### src/hdl/awnp_pkg.sv
// ----------------------------------------------------------------------------
// awnp_pkg
// Shared types, widths and reset values for the affine warp block.
// ----------------------------------------------------------------------------
package awnp_pkg;

    localparam int SRC_WIDTH_DEF  = 512;
    localparam int SRC_HEIGHT_DEF = 512;
    localparam int FRAC_BITS_DEF  = 16;

    localparam int COORD_W   = 11;
    localparam int COLOR_W   = 24;
    localparam int COEF_W    = 18;
    localparam int OFFSET_W  = 12;
    localparam int CENTER_W  = 11;
    localparam int DELTA_W   = COORD_W + 1;
    localparam int PROD_W    = COEF_W + DELTA_W;
    localparam int REG_IDX_W = 3;
    localparam int CFG_DATA_W = COEF_W;

    localparam int IN_TDATA_W  = 48;
    localparam int OUT_TDATA_W = 24;

    typedef enum logic [REG_IDX_W-1:0] {
        REG_COEF_XX  = 3'd0,
        REG_COEF_XY  = 3'd1,
        REG_COEF_YX  = 3'd2,
        REG_COEF_YY  = 3'd3,
        REG_OFFSET_X = 3'd4,
        REG_OFFSET_Y = 3'd5,
        REG_CENTER_X = 3'd6,
        REG_CENTER_Y = 3'd7
    } awnp_reg_e;

    typedef enum logic {
        OP_STORE   = 1'b0,
        OP_REQUEST = 1'b1
    } awnp_op_e;

    typedef struct packed {
        logic signed [COEF_W-1:0]   coef_xx;
        logic signed [COEF_W-1:0]   coef_xy;
        logic signed [COEF_W-1:0]   coef_yx;
        logic signed [COEF_W-1:0]   coef_yy;
        logic signed [OFFSET_W-1:0] offset_x;
        logic signed [OFFSET_W-1:0] offset_y;
        logic [CENTER_W-1:0]        center_x;
        logic [CENTER_W-1:0]        center_y;
    } awnp_cfg_t;

    // valid: slot holds an item; store: pixel write; hit: address lies in the frame
    typedef struct packed {
        logic valid;
        logic store;
        logic hit;
    } awnp_ctl_t;

    localparam logic signed [COEF_W-1:0]   COEF_XX_RST  = 18'sd54613;
    localparam logic signed [COEF_W-1:0]   COEF_XY_RST  = 18'sd13107;
    localparam logic signed [COEF_W-1:0]   COEF_YX_RST  = 18'sd13107;
    localparam logic signed [COEF_W-1:0]   COEF_YY_RST  = 18'sd54613;
    localparam logic signed [OFFSET_W-1:0] OFFSET_X_RST = 12'sd206;
    localparam logic signed [OFFSET_W-1:0] OFFSET_Y_RST = 12'sd296;
    localparam logic [CENTER_W-1:0]        CENTER_X_RST = 11'd457;
    localparam logic [CENTER_W-1:0]        CENTER_Y_RST = 11'd457;

endpackage

### src/hdl/awnp_map.sv
// ----------------------------------------------------------------------------
// awnp_map
// Six-stage coordinate pipeline: input, centre, matrix, offset, bounds, address.
// ----------------------------------------------------------------------------
module awnp_map #(
    parameter int SRC_WIDTH  = awnp_pkg::SRC_WIDTH_DEF,
    parameter int SRC_HEIGHT = awnp_pkg::SRC_HEIGHT_DEF,
    parameter int FRAC_BITS  = awnp_pkg::FRAC_BITS_DEF,
    parameter int ADDR_W     = $clog2(SRC_WIDTH * SRC_HEIGHT)
) (
    input  logic                              aclk,
    input  logic                              aresetn,
    input  awnp_pkg::awnp_cfg_t               cfg,
    input  logic                              in_valid,
    output logic                              in_ready,
    input  logic                              in_op,
    input  logic [awnp_pkg::COORD_W-1:0]      in_col,
    input  logic [awnp_pkg::COORD_W-1:0]      in_row,
    input  logic [awnp_pkg::COLOR_W-1:0]      in_color,
    output awnp_pkg::awnp_ctl_t               dn_ctl,
    output logic [ADDR_W-1:0]                 dn_addr,
    output logic [awnp_pkg::COLOR_W-1:0]      dn_color,
    input  logic                              dn_ready
);

    localparam int NSTG  = 6;
    localparam int XW    = $clog2(SRC_WIDTH);
    localparam int YW    = $clog2(SRC_HEIGHT);
    localparam int OFF_W = awnp_pkg::OFFSET_W + FRAC_BITS;
    localparam int ACC_W = ((awnp_pkg::PROD_W > OFF_W) ? awnp_pkg::PROD_W : OFF_W) + 2;
    localparam int PHI_W = ACC_W - 1 - FRAC_BITS;
    localparam int CMP_W = awnp_pkg::COORD_W + 1;

    logic [NSTG-1:0] vld_reg, vld_next;
    logic [NSTG:0]   rdy;

    logic                                  op1_reg, op2_reg, op3_reg, op4_reg;
    logic [awnp_pkg::COORD_W-1:0]          col1_reg, col2_reg, col3_reg, col4_reg;
    logic [awnp_pkg::COORD_W-1:0]          row1_reg, row2_reg, row3_reg, row4_reg;
    logic [awnp_pkg::COLOR_W-1:0]          clr1_reg, clr2_reg, clr3_reg, clr4_reg;
    logic [awnp_pkg::COLOR_W-1:0]          clr5_reg, clr6_reg;

    logic signed [awnp_pkg::DELTA_W-1:0]   dx_reg, dy_reg, dx_next, dy_next;
    logic signed [awnp_pkg::PROD_W-1:0]    pxx_reg, pxy_reg, pyx_reg, pyy_reg;
    logic signed [ACC_W-1:0]               ax_reg, ay_reg, ax_next, ay_next;

    logic [PHI_W-1:0]                      px, py;
    logic                                  inx, iny, st_hit;
    logic [XW-1:0]                         sx_reg, sx_next;
    logic [YW-1:0]                         sy_reg, sy_next;
    logic                                  st5_reg, hit5_reg, hit5_next;
    logic                                  st6_reg, hit6_reg;
    logic [ADDR_W-1:0]                     addr_reg, addr_next;

    // ready ripples back: a slot can load when empty or when it moves on
    always_comb begin
        rdy[NSTG] = dn_ready;
        for (int i = NSTG - 1; i >= 0; i--) begin
            rdy[i] = !vld_reg[i] || rdy[i+1];
        end
    end

    assign in_ready = rdy[0];

    always_comb begin
        vld_next = vld_reg;
        if (rdy[0]) begin
            vld_next[0] = in_valid;
        end
        for (int i = 1; i < NSTG; i++) begin
            if (rdy[i]) begin
                vld_next[i] = vld_reg[i-1];
            end
        end
    end

    always_ff @(posedge aclk) begin
        if (!aresetn) begin
            vld_reg <= '0;
        end else begin
            vld_reg <= vld_next;
        end
    end

    assign dx_next = $signed({1'b0, col1_reg}) - $signed({1'b0, cfg.center_x});
    assign dy_next = $signed({1'b0, row1_reg}) - $signed({1'b0, cfg.center_y});

    assign ax_next = ACC_W'(pxx_reg) + ACC_W'(pxy_reg) + (ACC_W'(cfg.offset_x) <<< FRAC_BITS);
    assign ay_next = ACC_W'(pyx_reg) + ACC_W'(pyy_reg) + (ACC_W'(cfg.offset_y) <<< FRAC_BITS);

    assign px  = ax_reg[ACC_W-2:FRAC_BITS];
    assign py  = ay_reg[ACC_W-2:FRAC_BITS];
    assign inx = !ax_reg[ACC_W-1] && (px < PHI_W'(SRC_WIDTH));
    assign iny = !ay_reg[ACC_W-1] && (py < PHI_W'(SRC_HEIGHT));
    assign st_hit = ({1'b0, col4_reg} < CMP_W'(SRC_WIDTH))
                 && ({1'b0, row4_reg} < CMP_W'(SRC_HEIGHT));

    always_comb begin
        if (op4_reg == awnp_pkg::OP_STORE) begin
            sx_next   = col4_reg[XW-1:0];
            sy_next   = row4_reg[YW-1:0];
            hit5_next = st_hit;
        end else begin
            sx_next   = px[XW-1:0];
            sy_next   = py[YW-1:0];
            hit5_next = inx && iny;
        end
    end

    assign addr_next = ADDR_W'(sy_reg) * ADDR_W'(SRC_WIDTH) + ADDR_W'(sx_reg);

    always_ff @(posedge aclk) begin
        if (rdy[0]) begin
            op1_reg  <= in_op;
            col1_reg <= in_col;
            row1_reg <= in_row;
            clr1_reg <= in_color;
        end
        if (rdy[1]) begin
            op2_reg  <= op1_reg;
            col2_reg <= col1_reg;
            row2_reg <= row1_reg;
            clr2_reg <= clr1_reg;
            dx_reg   <= dx_next;
            dy_reg   <= dy_next;
        end
        if (rdy[2]) begin
            op3_reg  <= op2_reg;
            col3_reg <= col2_reg;
            row3_reg <= row2_reg;
            clr3_reg <= clr2_reg;
            pxx_reg  <= cfg.coef_xx * dx_reg;
            pxy_reg  <= cfg.coef_xy * dy_reg;
            pyx_reg  <= cfg.coef_yx * dx_reg;
            pyy_reg  <= cfg.coef_yy * dy_reg;
        end
        if (rdy[3]) begin
            op4_reg  <= op3_reg;
            col4_reg <= col3_reg;
            row4_reg <= row3_reg;
            clr4_reg <= clr3_reg;
            ax_reg   <= ax_next;
            ay_reg   <= ay_next;
        end
        if (rdy[4]) begin
            st5_reg  <= (op4_reg == awnp_pkg::OP_STORE);
            hit5_reg <= hit5_next;
            sx_reg   <= sx_next;
            sy_reg   <= sy_next;
            clr5_reg <= clr4_reg;
        end
        if (rdy[5]) begin
            st6_reg  <= st5_reg;
            hit6_reg <= hit5_reg;
            addr_reg <= addr_next;
            clr6_reg <= clr5_reg;
        end
    end

    assign dn_ctl.valid = vld_reg[NSTG-1];
    assign dn_ctl.store = st6_reg;
    assign dn_ctl.hit   = hit6_reg;
    assign dn_addr      = addr_reg;
    assign dn_color     = clr6_reg;

endmodule

### config.mk
export PLATFORM = sky130hd
export DESIGN_NAME = awnp_map
export DESIGN_NICKNAME = d
export VERILOG_FILES = /design/src/hdl/awnp_pkg.sv /design/src/hdl/awnp_map.sv
export SDC_FILE = /design/constraint.sdc
export NUM_CORES = 2
export LEC_CHECK = 0
export BUFFER_PORTS_ARGS = -buffer_cell sky130_fd_sc_hd__buf_2
export CORE_UTILIZATION = 54
export DETAILED_ROUTE_END_ITERATION = 10
export PLACE_DENSITY_LB_ADDON = 0.25
export REMOVE_ABC_BUFFERS = 1
export SYNTH_ARGS = -nofsm -noshare
export SYNTH_HDL_FRONTEND = slang
export SYNTH_SLANG_ARGS = --single-unit
export TNS_END_PERCENT = 1
### constraint.sdc
create_clock -name aclk -period 16.23 [get_ports aclk]
set_input_delay 3.246 -clock aclk [delete_from_list [all_inputs] [get_ports aclk]]
set_output_delay 3.246 -clock aclk [all_outputs]
set_load 0.1 [all_outputs]
==> results.md <==
* Outcome: finished, final reports clean
* Arr. time, crit path at 8.57 ns
* Setup TNS Final at 0 ns
* Maxcap violations at 0
* TritonCTS clock tree: done
* Post-Synth XOR/XNOR Area at 2.58%
* Most used flip-flop cell after synthesis: edfxtp_1
* Multi-input gate area at 30300 um2
* First-pass GRT wire length at 169000 um
* Post-synthesis compound-gate area fraction at 4.70%
* Main combinational cell family by area after synthesis: adder cells
* ANT nets after route at 0
* Wire length per cell at 17.8 um
* Worst Path Required at 16.55 ns
* RSZ-0062 raised after global routing: no
* Slew HR at 30.8%
* Crit Reg-Reg Startpoint: dx_reg[11]$_DFFE_PP_
* Antenna violations before repair at 12
* Cells after Synth at 4444
* Post-synth top cells: inv_1, fa_1, nand2_1, edfxtp_1, ha_1
* Total wire length at 103000 um
* Fmax at 0.121 GHz
* Register area share after synthesis at 28.4%
* Die height at 301 um
* Worst setup path startpoint: cfg[111]
* Final global-route overflow total at 0
* Async SR Flop Fraction at 0%
* Yosys top cell area share at 34.2%
* CTS resizes at 0
* CTS HTree Levels at 2
* Tcrit/Tclk final at 50.8%
* Setup CP Type: in2reg
* CP bufs+invs at 5
* Endpoints failing hold at 0
* Register area at 13700 um2
* Critical path cell sequence: buf_2 -> and2_1 -> fa_1 -> inv_1 -> fa_1 -> fa_1 -> inv_1 -> fa_1 -> inv_1 -> fa_1 -> inv_1 -> ha_1 -> a21oi_2 -> o21ai_1 -> nor3_1 -> a21oi_1 -> a221o_1 -> nand4_1 -> a31o_2 -> mux2i_1 -> or4_1
* Die area at 90400 um2
* Yosys Warn Count at 0
* Fillers at 7426
* Post-route DRC at 0
* Vias per Instance at 5.28
* Final setup viols at 0
* Rows at 109
* Clock skew at 0.0437 ns
* DR iter-0 viols at 1751
* Hold Crit Class: reg2reg
* Hold WS at 0.412 ns
* DRT Pass-1 Iters at 7
* Crit path capture type: flop
* Core area at 88400 um2
* Syn avg cell area at 10.8 um2
* TritonCTS buffer count at 48
* Area growth from synthesis to layout at 7.66%
* Tightest Pin Transition at 1.04 ns
* Mux share of post-synthesis cell area at 0.465%
* Worst Path Max Fanout at 12
* Synth area leader: fa_1
* Root Driver: clkbuf_16
* Share of cells above drive strength 1 at 7.89%
* Most common cell in the synthesized netlist: inv_1
* Slew Viols, Final at 0
* Postcts setup bufs at 0
* Synthesized flop and latch total at 458
* Synth Area in Simple Gates at 11.5%
* Final net count at 5921
* Vias in the first global route at 33300
* Die X-Extent at 301 um
* Critical path's top delay family: adder cells
* Startpoint Class: input port
* EDFF count, synth at 452
* Post-CTS Hold Buffers at 0
* Sink Count at 458
* Vias at 30500
* Initial core utilization at 54.5%
* I/O pin count at 215
* Netlist cell types at 70
* Mapped Area at 48100 um2
* Synth Area in Adders at 43.6%
* Most frequent CP cell: fa_1
* Crit path time final at 8.24 ns
* Tot GR Track Use at 23.8%
* PortBufs at 214
* Final GP Congestion at 0.869
* Clock Tree Buf Depth at 3
* Min-Delay Startpoint: row2_reg[3]$_DFFE_PP_
* Synth area leaders: fa_1, edfxtp_1, ha_1, inv_1, nand2_1
* Crit-path slowest cell: fa_1
* HPWL Detailed at 80600 um
* Clk slew on worst S/H paths at 0.06 ns
* Worst skew pair latency at 0.60 ns
* CP max stage delay at 0.53 ns
* Pin count of the biggest net entering global routing at 90
placed cells by master, fill, tap and decap left out, drive strengths merged, types with 33 or more instances in the layout:
| cell | synthesis | routed |
|---|---|---|
| a21o | 40 | 40 |
| a21oi | 94 | 94 |
| and2 | 280 | 280 |
| buf | 3 | 243 |
| clkbuf | 166 | 57 |
| edfxtp | 452 | 452 |
| fa | 822 | 822 |
| ha | 362 | 362 |
| inv | 948 | 951 |
| nand2 | 576 | 576 |
| nor2 | 162 | 162 |
| nor2b | 33 | 33 |
| o21ai | 71 | 71 |
| xnor2 | 118 | 118 |
cells by family (layout without fill, tap and decap cells):
logic type	count (synthesis)	in the layout
other	0	5
buffers and inverters	1117	1275
multiplexers	20	20
flip-flops	458	458
XOR/XNOR	142	142
AO/OA/AOI/OAI	337	337
adder cells (fa/ha/maj)	1184	1184
AND/OR/NAND/NOR	1186	1186
path summary, 6_finish.rpt:
check,endpoint,slack [ns],depth (start not counted)
min,row3_reg[3]$_DFFE_PP_,0.41,0
max,pxx_reg[28]$_DFFE_PP_,7.99,21
min reg2reg,row3_reg[3]$_DFFE_PP_,0.41,0
max reg2reg,pyx_reg[29]$_DFFE_PP_,9.88,20
per-layer routing:
| metal | vias to the layer above | share of wire, % | GRT usage, % |
|---|---|---|---|
| li1 | 14000 | - | - |
| met1 | 15600 | 40 | 29.9 |
| met2 | 751 | 53 | 43.7 |
| met3 | 175 | 5.0 | 2.58 |
| met4 | 8 | 2.5 | 6.39 |
| met5 | - | 0.042 | 0 |
layout make-up:
| class | count | share of cell area (%) |
|---|---|---|
| antenna | 5 | 0.0241 |
| sequential | 458 | 26.4 |
| multi-input combinational | 2869 | 58.4 |
| inverter | 948 | 6.88 |
| clock inverter | 27 | 0.560 |
| timing repair buffer | 243 | 2.49 |
| clock buffer | 57 | 2.44 |
| tap | 1165 | 2.81 |
metrics by stage:
stage | instance area (um2) | cells | setup WS, ns | utilization (%)
floorplan | 47500 | 4275 | 7.33 | -
global placement | 50300 | 5683 | 7.44 | 56.9
detailed placement | 50300 | 5683 | 7.40 | 56.9
CTS | 51800 | 5767 | 8.03 | 58.6
global route | 51800 | 5767 | 7.74 | 58.6
finish | 51800 | 5772 | 7.99 | 58.7
Power is left out: the tool's default activity adds up to more than one toggle a clock period on the data nets, which glitch-free logic cannot reach.
